`src/rtl/pai_pkg.sv`:
```
// ----------------------------------------------------------------------------
// pai_pkg
// Shared types and codes for the positional insert/delete list block.
// ----------------------------------------------------------------------------
package pai_pkg;

    localparam int POS_W  = 7;
    localparam int VAL_W  = 32;
    localparam int IDX_W  = 6;
    localparam int STAT_W = 2;

    localparam logic CMD_INSERT = 1'b0;
    localparam logic CMD_DELETE = 1'b1;

    typedef enum logic [STAT_W-1:0] {
        ST_OK     = 2'd0,
        ST_FULL   = 2'd1,
        ST_BADPOS = 2'd2,
        ST_EMPTY  = 2'd3
    } status_t;

    typedef enum logic [2:0] {
        S_IDLE,
        S_CHECK,
        S_SHIFT,
        S_FIX,
        S_LIST,
        S_REPORT
    } ctrl_state_t;

    // controller to datapath
    typedef struct packed {
        logic load;
        logic check;
        logic shift;
        logic fix;
        logic list;
        logic report;
    } dp_cmd_t;

    // datapath to controller
    typedef struct packed {
        logic err;
        logic drained;
        logic fix_empty;
        logic o_ready;
    } dp_stat_t;

endpackage

```
`src/rtl/pai_ctrl.sv`:
```
// ----------------------------------------------------------------------------
// pai_ctrl
// Sequencer for one command: check, shift, fix up, then list or report.
// ----------------------------------------------------------------------------
module pai_ctrl (
    input  logic              aclk,
    input  logic              aresetn,
    input  logic              s_valid,
    output logic              s_ready,
    input  pai_pkg::dp_stat_t stat,
    output pai_pkg::dp_cmd_t  cmd
);
    import pai_pkg::*;

    ctrl_state_t state_reg;
    ctrl_state_t state_next;

    always_ff @(posedge aclk) begin
        if (!aresetn) begin
            state_reg <= S_IDLE;
        end else begin
            state_reg <= state_next;
        end
    end

    always_comb begin
        state_next = state_reg;
        cmd        = '0;
        s_ready    = 1'b0;
        case (state_reg)
            S_IDLE: begin
                s_ready  = 1'b1;
                cmd.load = s_valid;
                if (s_valid) begin
                    state_next = S_CHECK;
                end
            end
            S_CHECK: begin
                cmd.check  = 1'b1;
                state_next = stat.err ? S_REPORT : S_SHIFT;
            end
            S_SHIFT: begin
                cmd.shift = 1'b1;
                if (stat.drained) begin
                    state_next = S_FIX;
                end
            end
            S_FIX: begin
                cmd.fix    = 1'b1;
                state_next = stat.fix_empty ? S_REPORT : S_LIST;
            end
            S_LIST: begin
                cmd.list = 1'b1;
                if (stat.drained) begin
                    state_next = S_IDLE;
                end
            end
            S_REPORT: begin
                cmd.report = 1'b1;
                if (stat.o_ready) begin
                    state_next = S_IDLE;
                end
            end
            default: begin
                state_next = S_IDLE;
            end
        endcase
    end

endmodule

```
`src/rtl/pai_datapath.sv`:
```
// ----------------------------------------------------------------------------
// pai_datapath
// List memory, count, move and listing pointers, and the output word register.
// ----------------------------------------------------------------------------
module pai_datapath #(
    parameter int CAPACITY = 32
) (
    input  logic                            aclk,
    input  logic                            aresetn,
    input  pai_pkg::dp_cmd_t                cmd,
    output pai_pkg::dp_stat_t               stat,
    input  logic                            s_command,
    input  logic [pai_pkg::POS_W-1:0]       s_position,
    input  logic signed [pai_pkg::VAL_W-1:0] s_new_value,
    output logic                            m_valid,
    input  logic                            m_ready,
    output logic [pai_pkg::STAT_W-1:0]      m_status,
    output logic [pai_pkg::POS_W-1:0]       m_entry_count,
    output logic                            m_has_entry,
    output logic [pai_pkg::IDX_W-1:0]       m_entry_index,
    output logic signed [pai_pkg::VAL_W-1:0] m_entry_value,
    output logic                            m_last
);
    import pai_pkg::*;

    localparam int AW = (CAPACITY > 1) ? $clog2(CAPACITY) : 1;
    localparam logic [POS_W-1:0] CAP_W = POS_W'(CAPACITY);
    localparam logic [POS_W-1:0] ONE   = POS_W'(1);

    logic [VAL_W-1:0] mem [CAPACITY];

    // command word
    logic             op_reg,  op_next;
    logic [POS_W-1:0] pos_reg, pos_next;
    logic [VAL_W-1:0] val_reg, val_next;
    status_t          code_reg, code_next;

    // control
    logic [POS_W-1:0] count_reg, count_next;
    logic [POS_W-1:0] ptr_reg,   ptr_next;
    logic [POS_W-1:0] left_reg,  left_next;
    logic [POS_W-1:0] dst_reg,   dst_next;
    logic             pend_reg,  pend_next;
    logic [VAL_W-1:0] rdata_reg;

    // output word
    logic             o_valid_reg, o_valid_next;
    status_t          o_status_reg, o_status_next;
    logic [POS_W-1:0] o_count_reg, o_count_next;
    logic             o_has_reg, o_has_next;
    logic [IDX_W-1:0] o_idx_reg, o_idx_next;
    logic [VAL_W-1:0] o_value_reg, o_value_next;
    logic             o_last_reg, o_last_next;

    logic             o_ready;
    logic             shift_issue;
    logic             list_issue;
    logic             rd_en;
    logic             we;
    logic [POS_W-1:0] waddr;
    logic [VAL_W-1:0] wdata;
    status_t          err_code;

    assign o_ready     = !o_valid_reg || m_ready;
    assign shift_issue = cmd.shift && (left_reg != '0);
    assign list_issue  = cmd.list && (left_reg != '0) && (!pend_reg || o_ready);
    assign rd_en       = shift_issue || list_issue;

    always_comb begin
        err_code = ST_OK;
        if (op_reg == CMD_INSERT) begin
            if (count_reg >= CAP_W) begin
                err_code = ST_FULL;
            end else if (pos_reg > count_reg) begin
                err_code = ST_BADPOS;
            end
        end else begin
            if (count_reg == '0) begin
                err_code = ST_EMPTY;
            end else if (pos_reg >= count_reg) begin
                err_code = ST_BADPOS;
            end
        end
    end

    assign stat.err       = (err_code != ST_OK);
    assign stat.drained   = (left_reg == '0) && !pend_reg;
    assign stat.fix_empty = (op_reg == CMD_DELETE) && (count_reg == ONE);
    assign stat.o_ready   = o_ready;

    // memory write: moved entry during the shift, new value at fix-up of an insert
    always_comb begin
        we    = 1'b0;
        waddr = dst_reg;
        wdata = rdata_reg;
        if (cmd.shift && pend_reg) begin
            we = 1'b1;
        end else if (cmd.fix && op_reg == CMD_INSERT) begin
            we    = 1'b1;
            waddr = pos_reg;
            wdata = val_reg;
        end
    end

    always_ff @(posedge aclk) begin
        if (we) begin
            mem[waddr[AW-1:0]] <= wdata;
        end
    end

    always_ff @(posedge aclk) begin
        if (rd_en) begin
            rdata_reg <= mem[ptr_reg[AW-1:0]];
        end
    end

    always_comb begin
        op_next       = op_reg;
        pos_next      = pos_reg;
        val_next      = val_reg;
        code_next     = code_reg;
        count_next    = count_reg;
        ptr_next      = ptr_reg;
        left_next     = left_reg;
        dst_next      = dst_reg;
        pend_next     = pend_reg;
        o_valid_next  = o_valid_reg && !m_ready;
        o_status_next = o_status_reg;
        o_count_next  = o_count_reg;
        o_has_next    = o_has_reg;
        o_idx_next    = o_idx_reg;
        o_value_next  = o_value_reg;
        o_last_next   = o_last_reg;

        if (cmd.load) begin
            op_next  = s_command;
            pos_next = s_position;
            val_next = s_new_value;
        end

        // set up the move pass; garbage on an error, which skips it
        if (cmd.check) begin
            code_next = err_code;
            pend_next = 1'b0;
            if (op_reg == CMD_INSERT) begin
                ptr_next  = count_reg - ONE;
                left_next = count_reg - pos_reg;
            end else begin
                ptr_next  = pos_reg + ONE;
                left_next = count_reg - pos_reg - ONE;
            end
        end

        if (cmd.shift) begin
            pend_next = shift_issue;
            if (shift_issue) begin
                left_next = left_reg - ONE;
                if (op_reg == CMD_INSERT) begin
                    dst_next = ptr_reg + ONE;
                    ptr_next = ptr_reg - ONE;
                end else begin
                    dst_next = ptr_reg - ONE;
                    ptr_next = ptr_reg + ONE;
                end
            end
        end

        if (cmd.fix) begin
            count_next = (op_reg == CMD_INSERT) ? count_reg + ONE : count_reg - ONE;
            ptr_next   = '0;
            left_next  = count_next;
            pend_next  = 1'b0;
        end

        if (cmd.list) begin
            if (o_ready && pend_reg) begin
                o_valid_next  = 1'b1;
                o_status_next = ST_OK;
                o_count_next  = count_reg;
                o_has_next    = 1'b1;
                o_idx_next    = dst_reg[IDX_W-1:0];
                o_value_next  = rdata_reg;
                o_last_next   = (dst_reg == count_reg - ONE);
            end
            if (list_issue) begin
                pend_next = 1'b1;
                dst_next  = ptr_reg;
                ptr_next  = ptr_reg + ONE;
                left_next = left_reg - ONE;
            end else if (o_ready) begin
                pend_next = 1'b0;
            end
        end

        if (cmd.report && o_ready) begin
            o_valid_next  = 1'b1;
            o_status_next = code_reg;
            o_count_next  = count_reg;
            o_has_next    = 1'b0;
            o_idx_next    = '0;
            o_value_next  = '0;
            o_last_next   = 1'b1;
        end
    end

    always_ff @(posedge aclk) begin
        if (!aresetn) begin
            count_reg   <= '0;
            left_reg    <= '0;
            pend_reg    <= 1'b0;
            o_valid_reg <= 1'b0;
        end else begin
            count_reg   <= count_next;
            left_reg    <= left_next;
            pend_reg    <= pend_next;
            o_valid_reg <= o_valid_next;
        end
    end

    always_ff @(posedge aclk) begin
        op_reg       <= op_next;
        pos_reg      <= pos_next;
        val_reg      <= val_next;
        code_reg     <= code_next;
        ptr_reg      <= ptr_next;
        dst_reg      <= dst_next;
        o_status_reg <= o_status_next;
        o_count_reg  <= o_count_next;
        o_has_reg    <= o_has_next;
        o_idx_reg    <= o_idx_next;
        o_value_reg  <= o_value_next;
        o_last_reg   <= o_last_next;
    end

    assign m_valid       = o_valid_reg;
    assign m_status      = o_status_reg;
    assign m_entry_count = o_count_reg;
    assign m_has_entry   = o_has_reg;
    assign m_entry_index = o_idx_reg;
    assign m_entry_value = o_value_reg;
    assign m_last        = o_last_reg;

`ifndef SYNTHESIS
    a_count_bound: assert property (@(posedge aclk) disable iff (!aresetn)
        count_reg <= CAP_W)
        else $error("entry count above capacity");

    a_shift_no_collide: assert property (@(posedge aclk) disable iff (!aresetn)
        (cmd.shift && pend_reg && shift_issue) |-> (dst_reg != ptr_reg))
        else $error("shift write and read hit the same entry");

    a_index_in_range: assert property (@(posedge aclk) disable iff (!aresetn)
        (o_valid_reg && o_has_reg) |-> (POS_W'(o_idx_reg) < o_count_reg))
        else $error("listed index beyond entry count");

    a_report_is_last: assert property (@(posedge aclk) disable iff (!aresetn)
        (o_valid_reg && !o_has_reg) |-> o_last_reg)
        else $error("report word without last");
`endif

endmodule

```
`src/rtl/positional_array_insert_delete.sv`:
```
// ----------------------------------------------------------------------------
// positional_array_insert_delete
// Ordered list of signed 32-bit values with insert and delete at a position;
// every command answers with the whole list or one status word.
// ----------------------------------------------------------------------------
//  channel | direction | words per command        | payload
//  --------+-----------+--------------------------+-------------------------------
//  s_      | in        | 1                        | command, position, new_value
//  m_      | out       | count, or 1 on error     | status, entry_count, has_entry,
//          |           | or empty list            | entry_index, entry_value, last
//
//  Phases: accept, check, the move pass over the entries that shift, a fix-up
//  that writes an inserted value and updates the count, then the listing. The
//  single memory read port serves both the move pass and the listing. An error
//  goes from the check to one status word; an emptying delete to one word.
//  Reset clears the count and all handshake state; list contents need none.
//  A stall on m_ready holds the output word and pauses the listing.
// ----------------------------------------------------------------------------
module positional_array_insert_delete #(
    parameter int CAPACITY = 32
) (
    input  logic                             aclk,
    input  logic                             aresetn,
    input  logic                             s_valid,
    output logic                             s_ready,
    input  logic                             s_command,
    input  logic [pai_pkg::POS_W-1:0]        s_position,
    input  logic signed [pai_pkg::VAL_W-1:0] s_new_value,
    output logic                             m_valid,
    input  logic                             m_ready,
    output logic [pai_pkg::STAT_W-1:0]       m_status,
    output logic [pai_pkg::POS_W-1:0]        m_entry_count,
    output logic                             m_has_entry,
    output logic [pai_pkg::IDX_W-1:0]        m_entry_index,
    output logic signed [pai_pkg::VAL_W-1:0] m_entry_value,
    output logic                             m_last
);
    import pai_pkg::*;

    dp_cmd_t  cmd;
    dp_stat_t stat;

    // sequencer: take one command word, then walk it through its phases
    pai_ctrl u_ctrl (
        .aclk    (aclk),
        .aresetn (aresetn),
        .s_valid (s_valid),
        .s_ready (s_ready),
        .stat    (stat),
        .cmd     (cmd)
    );

    // list memory, pointers and the output word register
    pai_datapath #(
        .CAPACITY (CAPACITY)
    ) u_datapath (
        .aclk          (aclk),
        .aresetn       (aresetn),
        .cmd           (cmd),
        .stat          (stat),
        .s_command     (s_command),
        .s_position    (s_position),
        .s_new_value   (s_new_value),
        .m_valid       (m_valid),
        .m_ready       (m_ready),
        .m_status      (m_status),
        .m_entry_count (m_entry_count),
        .m_has_entry   (m_has_entry),
        .m_entry_index (m_entry_index),
        .m_entry_value (m_entry_value),
        .m_last        (m_last)
    );

endmodule

```
`config.mk`:
```
export PLATFORM = sky130hd
export DESIGN_NAME = positional_array_insert_delete
export DESIGN_NICKNAME = d
export VERILOG_FILES = /design/src/rtl/pai_pkg.sv /design/src/rtl/pai_ctrl.sv /design/src/rtl/pai_datapath.sv /design/src/rtl/positional_array_insert_delete.sv
export SDC_FILE = /design/constraint.sdc
export NUM_CORES = 1
export LEC_CHECK = 0
export BUFFER_PORTS_ARGS = -buffer_cell sky130_fd_sc_hd__buf_2
export CAP_MARGIN = 5
export CORE_AREA = 2 2 294 296
export CTS_BUF_LIST = sky130_fd_sc_hd__clkbuf_8
export DETAILED_ROUTE_END_ITERATION = 16
export DIE_AREA = 0 0 296 298
export GPL_TIMING_DRIVEN = 0
export PLACE_DENSITY = 0.68
export SLEW_MARGIN = 20
export SYNTH_ARGS = -nofsm -noshare
export SYNTH_HDL_FRONTEND = slang
export SYNTH_HIERARCHICAL = 1
export SYNTH_SLANG_ARGS = --single-unit
export TNS_END_PERCENT = 1
```
`constraint.sdc`:
```
create_clock -name aclk -period 4.3 [get_ports aclk]
set_input_delay 0.645 -clock aclk [delete_from_list [all_inputs] [get_ports aclk]]
set_output_delay 0.645 -clock aclk [all_outputs]
set_load 0.05 [all_outputs]
```
==> results of run 1 <==
==> logic make-up (layout without fill, tap and decap cells) <==
group,after synthesis,after routing,synth area share [%]
flops,1180,1180,74.6
mux,393,393,17.3
buf+inv,160,698,1.56
fa+ha+maj,18,18,0.500
compound gates,172,172,2.37
other cells,0,1,0
xor+xnor,45,45,0.847
simple gates,293,293,2.87
==> report_power, final <==
group          leakage [nW]  switching, W  internal [W]
Combinational          5.23       0.00499       0.00391
Sequential             10.6      0.000303        0.0133
Clock                  1.98       0.00440       0.00451
==> metrics by stage <==
stage               instance area, sq um  power [W]  std cells  hold slack, ns
floorplan                          46500     0.0199       2261           0.432
global placement                   48400     0.0225       3499           0.442
detailed placement                 50400     0.0228       3564           0.445
CTS                                54200     0.0316       3942           0.103
global route                       54300     0.0325       3944           0.156
finish                             54300     0.0314       3944           0.187
==> layout make-up <==
class | count | area, sq um | share of cell area [%]
diodes | 1 | 2.50 | 0.00461
plain buffers | 129 | 619 | 1.14
clock buffers | 190 | 2620 | 4.82
clock inverters | 148 | 855 | 1.58
inverters | 31 | 119 | 0.219
multi-input cells | 921 | 11300 | 20.9
flip-flops and latches | 1180 | 34700 | 64.0
well taps | 1144 | 1430 | 2.64
repair buffers | 200 | 2560 | 4.73
==> what timing repair did <==
action                                 CTS  global route
hold buffers                            40             0
resized for setup                        3             0
setup endpoints to repair              111            66
setup buffers                            0             1
endpoints found under the hold margin   40             0
pin swaps                                1             1
==> path summary, 6_finish.rpt <==
check,from,end,slack (ns)
max,u_ctrl/state_reg[1]$_SDFFE_PN0P_,u_datapath/mem[1][2]$_DFFE_PP_,0.09
min,aresetn,u_datapath/left_reg[5]$_SDFF_PN0_,0.19
max reg2reg,u_ctrl/state_reg[1]$_SDFFE_PN0P_,u_datapath/mem[1][2]$_DFFE_PP_,0.09
min reg2reg,u_datapath/m_entry_value[17]$_SDFFE_PP0P_,u_datapath/m_entry_value[17]$_SDFFE_PP0P_,0.45
==> worst min-delay path: cells and delay by family <==
family | cells | cell delay [ns]
compound gates | 1 | 0.10
buf+inv | 1 | 0.18
simple gates | 1 | 0.05
==> routing by layer <==
metal	wire, um	GRT usage [%]
met2	61300	46.6
met5	0	0
met1	47500	39.7
met3	11400	5.35
met4	4790	12.0
==> cell usage after synthesis, drive strengths merged, types with 3 or more instances <==
master	n	area (sq um)
or3	4	25.0
a31oi	9	56.3
mux2i	5	50.1
nand2	118	443
xor2	14	123
and2	9	56.3
o211ai	3	22.5
a22oi	4	30.0
or2	4	25.0
dfxtp	73	1460
mux4	320	7210
a21boi	3	22.5
a21oi	65	329
nor2b	5	31.3
nor3	21	105
ha	17	213
edfxtp	1107	33200
clkbuf	66	248
xnor2	31	272
o22ai	11	68.8
a21o	3	22.5
buf	63	362
nand3	18	90.1
a221oi	5	43.8
nand4	4	25.0
o32ai	3	26.3
nor4	3	18.8
a211oi	7	52.6
nor2	75	289
nand2b	11	68.8
inv	30	113
o221ai	4	35.0
o21a	7	53.8
or4	6	45.0
and3	7	43.8
mux2	68	769
o21ai	28	144
==> results.toml, run 1 <==
[run_status]
status = "completed"

[layout]
drive_gt1_share_pct = 31.4
final.fill_count = 5747
mostFrequentLayoutCells = "1,107 x edfxtp_1, 320 x mux4_2, 190 x clkbuf_8"
area_delta_synth_final_pct = 16.6
final_util_pct = 63.9
nets = 2708
largest_reg_flops = 1024
final_common_cell = "edfxtp_1"

[cts]
cts_max_level = 4
cts_tree = "done"
path_clk_slew_ns = 0.06
clock_latency_ns = 0.87
clockRootBuffer = "clkbuf_8"
cts_made_buffers = 183
clk_path_buf_depth = 3
cts.sinks = 1180

[floorplan]
die-area_sq_um = 88200
start_util_pct = 54.8
rows = 107
fp.dieH_um = 298
die_w_um = 296
core_area_sq_um = 84900
io_pins = 95

[global_routing]
grt_pass1_wl_mm = 177
overflow = 0
grt_pass1_vias = 25311
antenna_found_initial = 2
grt_util_all_layers_pct = 29.0
grt_max_degree = 41

[placed_design]
place_ws_ns = -0.166
dp_hpwl_mm = 83.6
io_buffer_count = 94
place.gp.congestion = 0.896

[synthesis]
seq_area_frac_synth_pct = 74.6
syn_area_per_cell_sq_um = 20.6
yosys_warnings = 6
synth_fp_nets = 2323
ys_seq_elements = 1180
synthArstFlopShare_pct = 0
syn_inst = 2261
synth_edf_count = 1107
netlist-cell-type-count = 71
ys.flop_type = "edfxtp_1"
syn_area_sq_um = 46500

[critical_path]
setup.worst_path.start_class = "flop"
crit_family = "simple AND/OR/NAND/NOR gates"
crit_type = "reg2reg"
path_cells = "clkbuf_1 > nor3b_1 > clkbuf_1 > nand2_1 > nand3_1 > clkbuf_2 > a31oi_1 > nand2b_1 > nor2_4 > buf_16 > buf_16"
crit_buf_inv = 5
cp_data_arrival_time_ns = 4.76
critPathMaxFanout = 13
critical_path_cell_count = 11
crit_slowest_cell = "nor2_4"
worstSetupEndpointType = "flop"
r2r_cells = 11
cpPeakStageDelay_ns = 0.63
crit_required_ns = 4.85

[route]
dr.pass1.iters = 5
drtIter0Drc = 3134
avgViaCountPerCell = 6.34
vias = 24993
ant_nets = 0
drcViolationCount = 0
drt-wirelength-per-cell_um = 31.7
wl_mm = 125

[sta]
timing.final.crit_share_pct = 97.9
period_needed_ns = 4.21
max_freq_mhz = 237
layout_setup_ws_ns = 0.0887
slew_violations = 0
finalSetupViolCount = 0
skew_ns = 0.0426
setup_tns_ns = 0
hold_viol = 0
rsz0062_at_grt = "true"
tightest_slew_ns = 1.17
maxSlewHeadroom_pct = 22.0

[min_path]
whs_path_depth = 3
min_path_type = "in2reg"

[pwr]
p_per_area_nw_per_um2 = 579
vdd_ir_drop_max_uv = 442
power_leakage_nw = 17.8

[run]
cap_violations = 0
No activity file was read; power rests on OpenSTA's default activity.
==> run 2: changes to the inputs <==
- SYNTH_HIERARCHICAL: 1 -> unset
==> results.toml, run 2 <==
[synthesis]
syn_area_per_cell_sq_um = 20.0
synth_edf_count = 1107
ys_seq_elements = 1180
syn_area_sq_um = 46300
synth_area_leader_cell = "edfxtp_1"
synth_area_leaders = "edfxtp_1 72%, mux4_2 16%, dfxtp_1 3.2%"
syn_inst = 2311
synth_top_area_share_pct = 71.7
netlist-cell-type-count = 65
synth_fp_nets = 2372
yosys_warnings = 0
yosysMostFrequentCell = "edfxtp_1"
yosys-top-cells-count = "1,107 x edfxtp_1, 320 x mux4_2, 218 x nand2_1"
ys.flop_type = "edfxtp_1"
synthArstFlopShare_pct = 0
seq_area_frac_synth_pct = 74.9

[route]
drtIter0Drc = 3293
avgViaCountPerCell = 6.26
vias = 25012
dr.pass1.iters = 5
ant_nets = 0
drcViolationCount = 0
drt-wirelength-per-cell_um = 31.0
wl_mm = 124

[pwr]
p_switching_w = 0.0101
p_per_area_nw_per_um2 = 592
vdd_ir_drop_max_uv = 402
p_comb_share_pct = 29.4
power_leakage_nw = 17.8
intPower_w = 0.0218
pwr-share-clk_pct = 27.4
seqPwrFrac_pct = 43.2
p_sw_share_pct = 31.6

[sta]
rsz0062_at_grt = "true"
timing.final.crit_share_pct = 101
skew_ns = 0.0676
maxSlewHeadroom_pct = 23.1
max_freq_mhz = 229
tightest_slew_ns = 1.15
slew_violations = 0
layout_setup_ws_ns = -0.0597
finalSetupViolCount = 12
period_needed_ns = 4.36
hold_viol = 0
setup_tns_ns = -0.584
timing.hold.ws_ns = 0.105

[critical_path]
crit_family = "buffers and inverters"
regToRegStartpoint = "u_ctrl.state_reg[2]$_SDFFE_PN0P_"
startpoint = "u_ctrl.state_reg[2]$_SDFFE_PN0P_"
cp_data_arrival_time_ns = 4.90
crit_type = "reg2reg"
critPathMaxFanout = 12
path_cells = "clkbuf_1 > nand3b_1 > nand2b_1 > clkbuf_1 > buf_1 > nand3_1 > o31ai_1 > nand2_1 > nor2_4 > buf_16 > buf_16"
crit_required_ns = 4.84
crit_slowest_cell = "buf_1"
crit_buf_inv = 5
setup.worst_path.start_class = "flop"
cpPeakStageDelay_ns = 0.86
worstSetupEndpointType = "flop"

[global_routing]
grt_max_degree = 40
grt_pass1_wl_mm = 176
grt_pass1_vias = 25322
overflow = 0
grt_util_all_layers_pct = 28.8
antenna_found_initial = 2

[placed_design]
place.gp.congestion = 0.866
place_inst = 3616
dp_hpwl_mm = 81.5
io_buffer_count = 94

[floorplan]
core_area_sq_um = 84900
rows = 107
die_w_um = 296
io_pins = 95
die-area_sq_um = 88200
start_util_pct = 54.6
fp.dieH_um = 298

[layout]
final_common_cell = "edfxtp_1"
mostFrequentLayoutCells = "1,107 x edfxtp_1, 320 x mux4_2, 209 x nand2_1"
final.fill_count = 5797
instances_no_fill = 3998
area_delta_synth_final_pct = 16.4
largest_reg_flops = 1024
drive_gt1_share_pct = 29.5
nets = 2761

[cts]
clock_latency_ns = 0.89
clockRootBuffer = "clkbuf_8"
cts_made_buffers = 184
cts_max_level = 4
cts.sinks = 1180
cts_tree = "done"
path_clk_slew_ns = 0.06
clk_path_buf_depth = 3

[run_status]
status = "finished with violations"
violations = "negative setup slack"

[run]
cap_violations = 0

[min_path]
min_path_type = "in2reg"
min_from = "aresetn"
## run 2: cells by family (layout without fill, tap and decap cells)
group                      after synthesis  in the layout  synth area share [%]
AOI/OAI and AO/OA                      169            169                  2.29
xor gates and xnor gates                45             45                 0.851
DFF                                   1180           1180                  74.9
other                                    0              1                     0
buffers and inverters                  157            699                  1.36
adders and majority gates               17             17                 0.475
muxes                                  360            360                  16.5
and+or+nand+nor                        383            383                  3.61
## run 2: area by class of cell
class	instances	area (sq um)	share of cell area [%]
clock buffers	191	2630	4.87
clock inverters	148	786	1.46
inverters	28	108	0.200
flip-flops and latches	1180	34700	64.4
diodes	1	2.50	0.00464
plain buffers	129	537	0.995
repair buffers	203	2450	4.54
multi-input cells	974	11300	20.9
well taps	1144	1430	2.65
## run 2: stage by stage
stage	utilization, %	power [W]	setup WS [ns]	area (sq um)
detailed placement	59.0	0.0234	0.0601	50100
global route	63.5	0.0331	-0.164	53900
finish	63.5	0.0319	-0.0597	53900
floorplan	-	0.0204	0.811	46300
global placement	56.8	0.0232	-2.57	48200
CTS	63.5	0.0321	0.0662	53900
## run 2: final timing paths
kind	cells after the start	slack, ns	endpoint
setup reg to reg	11	-0.06	u_datapath.mem[30][7]$_DFFE_PP_
hold reg to reg	2	0.45	u_datapath.m_entry_index[2]$_SDFFE_PP0P_
setup / recovery	11	-0.06	u_datapath.mem[30][7]$_DFFE_PP_
hold / removal	2	0.10	u_datapath.left_reg[5]$_SDFF_PN0_
## run 2: timing repair
item,CTS,global route
endpoints found under the setup margin,6,471
hold endpoints to repair,40,0
pin swaps,0,0
gates resized for setup,1,10
hold buffers,40,0
buffers inserted,0,0
## run 2: power by group through the flow
stage	combinational, W	sequential (W)	clock, W
after floorplan	0.00588	0.0146	0
after detailed placement	0.00937	0.0140	0
after CTS	0.00942	0.0138	0.00887
after global placement	0.00913	0.0140	0
final	0.00938	0.0138	0.00874
after global routing	0.00989	0.0138	0.00936
## run 2: routing by layer
metal,GRT usage (%),routed length (um),vias to the layer above
met5,0,23,-
met4,11.4,4850,4
met3,6.01,12200,264
met2,45.5,60300,1479
met1,39.8,46500,13036
li1,-,-,10229
